**config.mk**
```make
export PLATFORM = sky130hd
export DESIGN_NAME = header_length_trailer_deframer_core
export DESIGN_NICKNAME = d
export VERILOG_FILES = /design/src/rtl/hltd_pkg.sv /design/src/rtl/hltd_ram.sv /design/src/rtl/header_length_trailer_deframer_core.sv
export VERILOG_INCLUDE_DIRS = /design/src /design/src/rtl
export SDC_FILE = /design/constraint.sdc
export NUM_CORES = 1
export LEC_CHECK = 0
export ABC_CLOCK_PERIOD_IN_PS = 4500
export BUFFER_PORTS_ARGS = -buffer_cell sky130_fd_sc_hd__buf_2
export CAP_MARGIN = 30
export CORE_UTILIZATION = 60
export CTS_BUF_LIST = sky130_fd_sc_hd__clkbuf_2 sky130_fd_sc_hd__clkbuf_4 sky130_fd_sc_hd__clkbuf_8
export DETAILED_ROUTE_END_ITERATION = 8
export GPL_TIMING_DRIVEN = 0
export PLACE_DENSITY = 0.78
export SETUP_SLACK_MARGIN = 0.3
export SLEW_MARGIN = 15
export SYNTH_ARGS = -nofsm -noshare
export SYNTH_HDL_FRONTEND = slang
export SYNTH_SLANG_ARGS = --single-unit
```
**constraint.sdc**
```tcl
create_clock -name clk -period 4.5 [get_ports clk]
set_clock_uncertainty 0.05 [all_clocks]
set_input_delay 0.225 -clock clk [delete_from_list [all_inputs] [get_ports clk]]
set_output_delay 0.225 -clock clk [all_outputs]
set_load 0.005 [all_outputs]
```
**src/rtl/header_length_trailer_deframer_core_defines.svh**
```systemverilog
// assertion helpers for the deframer
`ifndef HEADER_LENGTH_TRAILER_DEFRAMER_CORE_DEFINES_SVH
`define HEADER_LENGTH_TRAILER_DEFRAMER_CORE_DEFINES_SVH

// same-cycle implication
`define HLTD_ASSERT_SAME(label, ante, cons) \
    label: assert property (@(posedge clk) disable iff (!rst_n) (ante) |-> (cons)) \
        else $error("deframer check failed");

// next-cycle implication
`define HLTD_ASSERT_NEXT(label, ante, cons) \
    label: assert property (@(posedge clk) disable iff (!rst_n) (ante) |=> (cons)) \
        else $error("deframer check failed");

`endif

```
**src/rtl/hltd_pkg.sv**
```systemverilog
`default_nettype none
package hltd_pkg;

    localparam int BUFFER_DEPTH = 64;
    localparam int ADDR_W       = (BUFFER_DEPTH > 1) ? $clog2(BUFFER_DEPTH) : 1;
    localparam int CNT_W        = $clog2(BUFFER_DEPTH + 1);

    localparam logic [7:0] HEADER_RESET  = 8'hAA;
    localparam logic [7:0] TRAILER_RESET = 8'hAF;

    localparam int PADDR_W = 3;
    localparam logic REG_HEADER  = 1'b0;
    localparam logic REG_TRAILER = 1'b1;

    typedef enum logic [2:0] {
        PH_HEADER  = 3'd0,
        PH_CODE    = 3'd1,
        PH_LENGTH  = 3'd2,
        PH_PAYLOAD = 3'd3,
        PH_TRAILER = 3'd4,
        PH_DRAIN   = 3'd5
    } phase_t;

endpackage
`default_nettype wire

```
**src/rtl/hltd_ram.sv**
```systemverilog
`default_nettype none
module hltd_ram #(
    parameter int DEPTH = 64,
    parameter int WIDTH = 8,
    parameter int AW    = (DEPTH > 1) ? $clog2(DEPTH) : 1
) (
    input  wire logic             clk,
    input  wire logic             we,
    input  wire logic [AW-1:0]    waddr,
    input  wire logic [WIDTH-1:0] wdata,
    input  wire logic             re,
    input  wire logic [AW-1:0]    raddr,
    output logic      [WIDTH-1:0] rdata
);

    logic [WIDTH-1:0] mem [DEPTH];

    always_ff @(posedge clk)
    begin
        if (we)
        begin
            mem[waddr] <= wdata;
        end
    end

    always_ff @(posedge clk)
    begin
        if (re)
        begin
            rdata <= mem[raddr];
        end
    end

endmodule
`default_nettype wire

```
**src/rtl/header_length_trailer_deframer_core.sv**
```systemverilog
// a too-long or zero-length frame gives its result in the cycle after the deciding byte
// payload frames: after the trailer, each stored byte is read and then loaded as a result
// throughput: one received byte per cycle, paused while a stored frame is read out and,
// at length/trailer bytes, while a result waits; the single buffer read port is registered
// reset: rst_n clears parse state and output valid, config returns to 0xaa / 0xaf
`default_nettype none
`include "header_length_trailer_deframer_core_defines.svh"
module header_length_trailer_deframer_core (
    input  wire logic                          clk,
    input  wire logic                          rst_n,
    input  wire logic                          psel,
    input  wire logic                          penable,
    input  wire logic                          pwrite,
    input  wire logic [hltd_pkg::PADDR_W-1:0]  paddr,
    input  wire logic [31:0]                   pwdata,
    output logic      [31:0]                   prdata,
    output logic                               pready,
    input  wire logic                          in_valid,
    output logic                               in_ready,
    input  wire logic [7:0]                    rx_byte,
    output logic                               out_valid,
    input  wire logic                          out_ready,
    output logic      [7:0]                    function_code,
    output logic      [7:0]                    payload_length,
    output logic      [5:0]                    byte_index,
    output logic      [7:0]                    payload_byte,
    output logic                               has_payload,
    output logic                               too_long,
    output logic                               last
);
    import hltd_pkg::*;

    logic [7:0]       header_byte_reg;
    logic [7:0]       trailer_byte_reg;
    phase_t           phase_reg, phase_next;
    logic [7:0]       held_code_reg, held_code_next;
    logic [7:0]       held_length_reg, held_length_next;
    logic [CNT_W-1:0] taken_reg, taken_next;
    logic [CNT_W-1:0] rd_idx_reg, rd_idx_next;
    logic             rd_pending_reg, rd_pending_next;
    logic             out_valid_reg;
    logic [7:0]       out_code_reg, out_length_reg, out_byte_reg;
    logic [5:0]       out_index_reg;
    logic             out_has_reg, out_too_reg, out_last_reg;

    logic             cfg_wr;
    logic             accept;
    logic             slot_free;
    logic             mem_we, mem_re;
    logic [7:0]       mem_q;
    logic             ld;
    logic [7:0]       ld_length;
    logic [5:0]       ld_index;
    logic [7:0]       ld_byte;
    logic             ld_has, ld_too, ld_last;

    // apb config
    assign pready = 1'b1;
    assign cfg_wr = psel & penable & pwrite & pready;

    always_comb
    begin
        case (paddr[2])
            REG_HEADER:  prdata = {24'd0, header_byte_reg};
            REG_TRAILER: prdata = {24'd0, trailer_byte_reg};
            default:     prdata = 32'd0;
        endcase
    end

    always_ff @(posedge clk or negedge rst_n)
    begin
        if (!rst_n)
        begin
            header_byte_reg  <= HEADER_RESET;
            trailer_byte_reg <= TRAILER_RESET;
        end
        else if (cfg_wr)
        begin
            if (paddr[2] == REG_HEADER)
            begin
                header_byte_reg <= pwdata[7:0];
            end
            else
            begin
                trailer_byte_reg <= pwdata[7:0];
            end
        end
    end

    // handshakes
    assign slot_free = !out_valid_reg || out_ready;
    assign in_ready  = (phase_reg != PH_DRAIN)
                       && (slot_free || !(phase_reg inside {PH_LENGTH, PH_TRAILER}));
    assign accept    = in_valid && in_ready;

    hltd_ram #(
        .DEPTH (BUFFER_DEPTH),
        .WIDTH (8)
    ) u_ram (
        .clk   (clk),
        .we    (mem_we),
        .waddr (taken_reg[ADDR_W-1:0]),
        .wdata (rx_byte),
        .re    (mem_re),
        .raddr (rd_idx_reg[ADDR_W-1:0]),
        .rdata (mem_q)
    );

    // parser and read-out sequencer
    always_comb
    begin
        phase_next       = phase_reg;
        held_code_next   = held_code_reg;
        held_length_next = held_length_reg;
        taken_next       = taken_reg;
        rd_idx_next      = rd_idx_reg;
        rd_pending_next  = rd_pending_reg;
        mem_we           = 1'b0;
        mem_re           = 1'b0;
        ld               = 1'b0;
        ld_length        = held_length_reg;
        ld_index         = 6'd0;
        ld_byte          = 8'd0;
        ld_has           = 1'b0;
        ld_too           = 1'b0;
        ld_last          = 1'b1;
        case (phase_reg)
            PH_CODE:
            begin
                if (accept)
                begin
                    held_code_next = rx_byte;
                    phase_next     = PH_LENGTH;
                end
            end
            PH_LENGTH:
            begin
                if (accept)
                begin
                    held_length_next = rx_byte;
                    taken_next       = '0;
                    if (rx_byte > 8'(BUFFER_DEPTH))
                    begin
                        ld         = 1'b1;
                        ld_length  = rx_byte;
                        ld_too     = 1'b1;
                        phase_next = PH_HEADER;
                    end
                    else if (rx_byte == 8'd0)
                    begin
                        phase_next = PH_TRAILER;
                    end
                    else
                    begin
                        phase_next = PH_PAYLOAD;
                    end
                end
            end
            PH_PAYLOAD:
            begin
                if (accept)
                begin
                    mem_we     = 1'b1;
                    taken_next = taken_reg + CNT_W'(1);
                    if ((8'(taken_reg) + 8'd1) >= held_length_reg)
                    begin
                        phase_next = PH_TRAILER;
                    end
                end
            end
            PH_TRAILER:
            begin
                if (accept)
                begin
                    if ((rx_byte == trailer_byte_reg) && (held_length_reg != 8'd0))
                    begin
                        phase_next      = PH_DRAIN;
                        rd_idx_next     = '0;
                        rd_pending_next = 1'b0;
                    end
                    else
                    begin
                        ld               = (rx_byte == trailer_byte_reg);
                        phase_next       = PH_HEADER;
                        held_code_next   = 8'd0;
                        held_length_next = 8'd0;
                        taken_next       = '0;
                    end
                end
            end
            PH_DRAIN:
            begin
                if (!rd_pending_reg)
                begin
                    mem_re          = 1'b1;
                    rd_pending_next = 1'b1;
                end
                else if (slot_free)
                begin
                    ld              = 1'b1;
                    ld_index        = 6'(rd_idx_reg);
                    ld_byte         = mem_q;
                    ld_has          = 1'b1;
                    ld_last         = ((8'(rd_idx_reg) + 8'd1) == held_length_reg);
                    rd_pending_next = 1'b0;
                    rd_idx_next     = rd_idx_reg + CNT_W'(1);
                    if (ld_last)
                    begin
                        phase_next       = PH_HEADER;
                        held_code_next   = 8'd0;
                        held_length_next = 8'd0;
                        taken_next       = '0;
                    end
                end
            end
            default:
            begin
                if (accept)
                begin
                    phase_next = (rx_byte == header_byte_reg) ? PH_CODE : PH_HEADER;
                end
            end
        endcase
    end

    always_ff @(posedge clk or negedge rst_n)
    begin
        if (!rst_n)
        begin
            phase_reg       <= PH_HEADER;
            held_code_reg   <= 8'd0;
            held_length_reg <= 8'd0;
            taken_reg       <= '0;
            rd_idx_reg      <= '0;
            rd_pending_reg  <= 1'b0;
            out_valid_reg   <= 1'b0;
        end
        else
        begin
            phase_reg       <= phase_next;
            held_code_reg   <= held_code_next;
            held_length_reg <= held_length_next;
            taken_reg       <= taken_next;
            rd_idx_reg      <= rd_idx_next;
            rd_pending_reg  <= rd_pending_next;
            if (ld)
            begin
                out_valid_reg <= 1'b1;
            end
            else if (out_ready)
            begin
                out_valid_reg <= 1'b0;
            end
        end
    end

    // result register
    always_ff @(posedge clk)
    begin
        if (ld)
        begin
            out_code_reg   <= held_code_reg;
            out_length_reg <= ld_length;
            out_index_reg  <= ld_index;
            out_byte_reg   <= ld_byte;
            out_has_reg    <= ld_has;
            out_too_reg    <= ld_too;
            out_last_reg   <= ld_last;
        end
    end

    assign out_valid      = out_valid_reg;
    assign function_code  = out_code_reg;
    assign payload_length = out_length_reg;
    assign byte_index     = out_index_reg;
    assign payload_byte   = out_byte_reg;
    assign has_payload    = out_has_reg;
    assign too_long       = out_too_reg;
    assign last           = out_last_reg;

    `HLTD_ASSERT_SAME(a_no_input_in_drain, phase_reg == PH_DRAIN, !in_ready)
    `HLTD_ASSERT_SAME(a_load_needs_slot, ld, slot_free)
    `HLTD_ASSERT_NEXT(a_read_then_pending, mem_re, rd_pending_reg)
    `HLTD_ASSERT_SAME(a_too_long_no_payload, out_valid_reg, !(out_too_reg && out_has_reg))
    `HLTD_ASSERT_SAME(a_index_in_frame, out_valid_reg && out_has_reg,
                      {2'b00, out_index_reg} < out_length_reg)

endmodule
`default_nettype wire

```
==> results of run 1 <==
-- cell families after synthesis --
family | count (synthesis) | synth area share (%)
AO/OA/AOI/OAI | 82 | 2.317
XOR/XNOR | 27 | 0.9601
adder cells (fa/ha/maj) | 10 | 0.5080
buffers and inverters | 120 | 2.830
flip-flops | 604 | 72.65
multiplexers | 203 | 16.22
other | 2 | 0.03049
AND/OR/NAND/NOR | 229 | 4.481
-- through the flow --
step	instance area (sq um)	hold WS [ps]	setup slack (ps)	utilization (%)
3_5_place_dp	25910	219.5	866.6	64.61
5_1_grt	27860	58.43	718.9	69.48
3_3_place_gp	25690	384.5	-647.2	64.08
4_1_cts	27830	6.232	1023	69.40
6_report	27860	38.01	916.9	69.48
2_1_floorplan	24720	-120.6	986.4	-
-- power by group through the flow --
stage          Sequential (mW)  Clock, mW  Combinational [mW]
2_1_floorplan             6.52          0                2.66
3_3_place_gp              6.56          0                3.70
3_5_place_dp              6.57          0                3.78
4_1_cts                   6.45       4.44                3.80
5_1_grt                   6.47       4.69                3.99
6_report                  6.46       4.39                3.81
-- worst paths after layout --
kind                                        from                  end  cells after the start
worst max-delay path                phase_reg[0]     u_ram.mem[38][1]                      6
worst min-delay path                    in_valid         taken_reg[2]                      4
worst max register to register      phase_reg[0]     u_ram.mem[38][1]                      6
worst min register to register  held_code_reg[7]     function_code[7]                      0
max in group asynchronous                  rst_n  trailer_byte_reg[5]                      3
min in group asynchronous                  rst_n     held_code_reg[0]                      2
-- per-layer routing --
layer / vias up / GRT usage (%)
met3: 118 / 5.011
met2: 736 / 39.86
li1: 5520 / -
met4: 0 / 9.248
met5: - / 0
met1: 6513 / 37.52
-- Yosys cell counts, types with 11 or more instances --
| cell | number | area share (%) |
|---|---|---|
| nor3_1 | 15 | 0.30 |
| o22ai_1 | 16 | 0.41 |
| mux2_2 | 34 | 1.6 |
| clkbuf_1 | 28 | 0.43 |
| a22o_1 | 14 | 0.50 |
| nand3_1 | 22 | 0.45 |
| nor2b_1 | 14 | 0.36 |
| inv_1 | 20 | 0.30 |
| buf_4 | 30 | 0.91 |
| dfrtp_1 | 41 | 4.2 |
| mux4_2 | 147 | 13 |
| and2_1 | 15 | 0.38 |
| buf_1 | 11 | 0.17 |
| nand2_1 | 36 | 0.55 |
| xnor2_1 | 20 | 0.71 |
| nor2_1 | 86 | 1.3 |
| o21ai_0 | 13 | 0.26 |
| buf_2 | 16 | 0.33 |
| edfxtp_1 | 553 | 67 |
| mux2i_1 | 17 | 0.69 |
| buf_6 | 12 | 0.55 |
-- cell type report --
class | instances | area (sq um) | area share (%)
sequential | 604 | 17890 | 64.24
inverter | 20 | 75.07 | 0.2695
clock inverter | 36 | 220.2 | 0.7905
clock buffer | 128 | 1580 | 5.673
timing repair buffer | 91 | 679.4 | 2.439
multi-input combinational | 576 | 6130 | 22.00
tap | 525 | 656.9 | 2.358
buffer | 100 | 621.8 | 2.232
-- worst min-delay path, delay by kind of cell --
kind                   cells  cell delay (ps)
and+or+nand+nor            1              110
muxes                      1              130
AOI/OAI and AO/OA          1               60
buffers and inverters      1              190
==> results.tsv, run 1 <==
stage	metric	value	unit
detailed_routing	vias per std cell	6.196	
pwr	Switch Pwr	4.153	mW
detailed_routing	vias after detailed routing	12890	
pwr	PnR Total Power	14.66	mW
clock_tree	latest clock arrival within the worst-skew pair	680	ps
detailed_routing	DR WL/cell	25.25	microns
timing	RSZ-0062 raised after global routing	false	
pwr	Seq pwr share	44.1	%
clock_tree	clk slew on worst S/H paths	60	ps
finish	commonest non-fill, non-tap cell in the layout	edfxtp_1	
synthesis	Ys Warns	0	
setup_path	CP endpoint kind	flip-flop	
setup_path	Buf+Inv Stages, Crit Path	3	
detailed_routing	remaining antenna violation count	0	
grt	vias in the first global route	12670	
pwr	P_int	10.50	mW
clock_tree	hold_buf cts	12	
finish	share of layout cells above drive strength 1	31.00	%
min_path	Hold Path Class	in -> reg	
run	MaxCap Viol Count	0	
clock_tree	CTS tree	yes	
setup_path	CP Cell Sequence	clkbuf_1, clkbuf_1, and3_1, clkbuf_1, nand3_1, nor2_1	
timing	slew margin rel.	33.15	%
detailed_routing	WL final	52.52	mm
timing	Tmin final	3583	ps
clock_tree	post-CTS setup buffers	0	
setup_path	CP arrival	3810	ps
pwr	Comb power frac	26.0	%
placed_design	Post-DP HPWL	35.15	mm
clock_tree	CTS resizes	0	
placed_design	Final Wtd Congestion	0.8920	
floorplan	I/O Pins	118	
setup_path	WP data required	4730	ps
timing	post-route setup TNS	0	ps
finish	fin nets	1546	
floorplan	Die Footprint	0.04186	sq mm
setup_path	CP startpoint kind	flip-flop	
grt	All-Layer GR Usage	25.92	%
detailed_routing	M1 WL	21.30	mm
grt	antenna violations before repair	0	
pwr	Static Leak	9.296	nW
finish	# fillers	2412	
finish	post-layout instance count excluding filler cells	2080	
synthesis	Synth Flop Type	edfxtp_1	
pwr	Pwr per Cell Area	526.1	mW/mm^2
finish	commonest non-fill, non-tap cells in the layout	edfxtp_1 (553), mux4_2 (147), clkbuf_8 (99)	
clock_tree	Max H-tree Level	3	
grt	first-pass GRT wire length	78.33	mm
pwr	Clk network pwr share	30.0	%
detailed_routing	DRT iter0 DRCs	1414	
floorplan	Die H	204.6	microns
clock_tree	Bufs on Longest Clock Path	3	
setup_path	reg2reg setup slack	920	ps
detailed_routing	uppermost layer routed	met4	
setup_path	CP max-delay cell	nor2_1	
grt	largest net degree at the start of global routing	66	
setup_path	Crit path top cell by count	clkbuf_1	
timing	crit share post-route	79.62	%
finish	Area Growth Syn to Fin	13.11	%
status	outcome	finished, final reports clean	
synthesis	Syn Area/Cell	19.29	sq um
finish	Inserted Diodes	0	
synthesis	Seq/Total Area, Yosys	72.65	%
synthesis	synthesized area	0.02463	sq mm
timing	Max Clk Rate	279.1	MHz
timing	Hold Fails Final Rpt	0	
clock_tree	Num CTS Buffers	93	
detailed_routing	Pre-antenna DRT Iters	6	
detailed_routing	residual DRC count	0	
setup_path	crit path max fanout	10	
setup_path	critical path class	reg -> reg	
setup_path	critical path's largest stage delay	870	ps
floorplan	die width	204.6	microns
timing	Least-Margin Pin Slew	1003	ps
placed_design	port buffer count	64	
finish	most flop-heavy register	u_ram.mem	
finish	max FFs per register	512	
synthesis	Post-synth EDFFs	553	
clock_tree	clk root buf	clkbuf_8	
timing	# setup viols final	0	
floorplan	Initial Util	61.43	%
floorplan	core area	0.04010	sq mm
timing	Slew Limit Fails	0	
synthesis	synthesized netlist cell count	1277	
setup_path	CP top delay family	simple AND/OR/NAND/NOR gates	
clock_tree	CTS Sinks	604	
floorplan	cell row count	73	
placed_design	Placed Cells	1902	
synthesis	FF+latch count, synth	604	
pwr	VDD IR max	249.9	uV
synthesis	Distinct cells, synth	58	
synthesis	ys async rst share	8.444	%
detailed_routing	met2 routed WL	24.85	mm
pwr	Sw Share	28.34	%
detailed_routing	met3 routed WL	4.850	mm
grt	GR Overflow Total	0	
No activity file was read; power rests on OpenSTA's default activity.
==> run 2: changes to the inputs <==
--- a/config.mk
+++ b/config.mk
@@ -6,7 +6,7 @@
 export SDC_FILE = /design/constraint.sdc
 export NUM_CORES = 1
 export LEC_CHECK = 0
-export ABC_CLOCK_PERIOD_IN_PS = 4500
+export ABC_CLOCK_PERIOD_IN_PS = 3700
 export BUFFER_PORTS_ARGS = -buffer_cell sky130_fd_sc_hd__buf_2
 export CAP_MARGIN = 30
 export CORE_UTILIZATION = 60
==> constraint.sdc (replaced) <==
create_clock -name clk -period 3.7 [get_ports clk]
set_clock_uncertainty 0.05 [all_clocks]
set_input_delay 0.185 -clock clk [delete_from_list [all_inputs] [get_ports clk]]
set_output_delay 0.185 -clock clk [all_outputs]
set_load 0.005 [all_outputs]
==> run 2 against run 1 <==
  * Fmax increased by 3.7%
  * Setup slack got worse by 670 ps
  * Critical path depth unchanged
  * Total power increased by 26%
  * First-iteration DRC count decreased by 0.35%
  * Non-clock buffer count unchanged
  * Clock power increased by 35%
  * Sequential share of layout area decreased by 0.77 points
  * Wire length increased by 2.9%
  * Highest routed layer is now met5
==> results.tsv, run 2 (synthesized netlist as in run 1, its figures left out) <==
stage	metric	value	unit	change
setup_path	FF-to-FF path depth	6		unchanged
finish	commonest non-fill, non-tap cells in the layout	edfxtp_1 (553), mux4_2 (147), clkbuf_8 (100)		
floorplan	cell row count	73		unchanged
grt	antenna violations before repair	1		+1
clock_tree	latest clock arrival within the worst-skew pair	680	ps	about the same
finish	# fillers	2373		-1.6%
placed_design	Final Wtd Congestion	0.9004		+0.94%
clock_tree	CTS Sinks	604		unchanged
finish	fin nets	1547		+0.065%
detailed_routing	vias per std cell	6.207		+0.18%
status	outcome	finished, final reports clean		
pwr	VDD IR max	391.7	uV	+57%
timing	Tmin final	3456	ps	-127.1 ps
timing	crit share post-route	93.40	%	+14 points
clock_tree	Max H-tree Level	3		unchanged
detailed_routing	uppermost layer routed	met5		
finish	most flop-heavy register	u_ram.mem		
pwr	Static Leak	9.404	nW	+1.2%
detailed_routing	Pre-antenna DRT Iters	6		unchanged
clock_tree	CTS tree	yes		
floorplan	die width	204.6	microns	unchanged
clock_tree	clk root buf	clkbuf_8		
pwr	Pwr per Cell Area	652.7	mW/mm^2	+24%
placed_design	port buffer count	64		unchanged
setup_path	critical path class	reg -> reg		
timing	Slew Limit Fails	0		unchanged
setup_path	reg2reg setup slack	240	ps	-670 ps
grt	largest net degree at the start of global routing	66		unchanged
timing	Hold Fails Final Rpt	0		unchanged
placed_design	dpl ws	165.9	ps	-700.7 ps
clock_tree	clk slew on worst S/H paths	60	ps	about the same
detailed_routing	residual DRC count	0		unchanged
detailed_routing	DRT iter0 DRCs	1409		-0.35%
placed_design	Post-DP HPWL	35.73	mm	+1.6%
setup_path	CP endpoint kind	flip-flop		
finish	max FFs per register	512		unchanged
finish	Area Growth Syn to Fin	14.48	%	
timing	Final WS setup	244.0	ps	-672.9 ps
floorplan	core area	0.04010	sq mm	unchanged
detailed_routing	WL final	54.03	mm	+2.9%
grt	GR Overflow Total	0		unchanged
detailed_routing	met2 routed WL	26.16	mm	+5.3%
pwr	PnR Total Power	18.40	mW	+26%
clock_tree	Num CTS Buffers	94		+1.1%
timing	slew margin rel.	36.88	%	+3.7 points
timing	Least-Margin Pin Slew	944.2	ps	-58.59 ps
clock_tree	Bufs on Longest Clock Path	3		unchanged
detailed_routing	M1 WL	21.57	mm	+1.3%
finish	commonest non-fill, non-tap cell in the layout	edfxtp_1		
finish	share of layout cells above drive strength 1	34.14	%	+3.1 points
clock_tree	post-CTS setup buffers	0		unchanged
setup_path	CP startpoint kind	flip-flop		
timing	# setup viols final	0		unchanged
timing	RSZ-0062 raised after global routing	true		
finish	Inserted Diodes	0		unchanged
grt	first-pass GRT wire length	81.44	mm	+4.0%
setup_path	WP data required	3940	ps	-790 ps
min_path	hold depth	1		-3
min_path	Hold Path Class	in -> reg		
timing	Max Clk Rate	289.4	MHz	+3.7%
grt	vias in the first global route	13070		+3.2%
floorplan	Die H	204.6	microns	unchanged
setup_path	CP arrival	3700	ps	-110 ps
setup_path	crit path max fanout	10		unchanged
run	MaxCap Viol Count	0		unchanged
detailed_routing	met3 routed WL	4.700	mm	-3.1%
floorplan	Initial Util	61.43	%	unchanged
floorplan	Die Footprint	0.04186	sq mm	unchanged
grt	All-Layer GR Usage	26.96	%	+1.0 points
detailed_routing	vias after detailed routing	12950		+0.47%
detailed_routing	DR WL/cell	25.90	microns	+2.6%
floorplan	I/O Pins	118		unchanged
detailed_routing	remaining antenna violation count	0		unchanged
## run 2: area by class of cell
cell class	count	area [sq um]	area share, %
flip-flops and latches	604	17890	63.46
multi-input cells	576	6252	22.17
clock buffers	128	1580	5.604
repair buffers	91	683.2	2.423
well taps	525	656.9	2.330
plain buffers	100	633.1	2.245
clock inverters	42	421.7	1.495
inverters	20	75.07	0.2662
## run 2: repair_timing
| action | 4_1_cts | 5_1_grt |
|---|---|---|
| endpoints found under the hold margin | 106 | 0 |
| endpoints found under the setup margin | 149 | 294 |
| gates resized for setup | 11 | 31 |
| pin swaps | 0 | 0 |
| hold buffers | 14 | 0 |
## run 2: where the power goes
group	internal, mW	switching, mW	total, mW
registers	7.68	0.175	7.86
clock network	3.35	2.58	5.93
logic	2.26	2.37	4.62
total	13.3	5.12	18.4
## run 2: metal layers
layer	vias to the layer above	global-route usage [%]
met1	6640	38.23
li1	5529	-
met3	101	4.932
met2	675	42.01
met5	-	0
met4	2	10.74
## run 2: final timing paths
path	end	start
min	u_ram.mem[55][6]	rx_byte[6]
max in group asynchronous	header_byte_reg[2]	rst_n
max reg2reg	u_ram.mem[59][2]	phase_reg[0]
max	u_ram.mem[59][2]	phase_reg[0]
min in group asynchronous	trailer_byte_reg[3]	rst_n
min reg2reg	function_code[2]	held_code_reg[2]
## run 2: worst max-delay path, stage by stage, from the launching register on
cell      delay (ps)
dfrtp_1          320
clkbuf_1         310
clkbuf_1         360
and3_1           250
clkbuf_1         390
nand3_1          720
nor2_2           680
## run 2: metrics by stage
stage	std cells	area, sq um	hold WS (ps)	TNS (ps)	utilization, %
final	2086	28200	48.88	0	70.32
after global routing	2086	28200	44.80	0	70.32
after CTS	2086	28110	11.46	0	70.11
after detailed placement	1902	25940	108.9	0	64.70
after global placement	1889	25720	382.9	-47740	64.13
after floorplan	1300	24740	-160.6	0	-
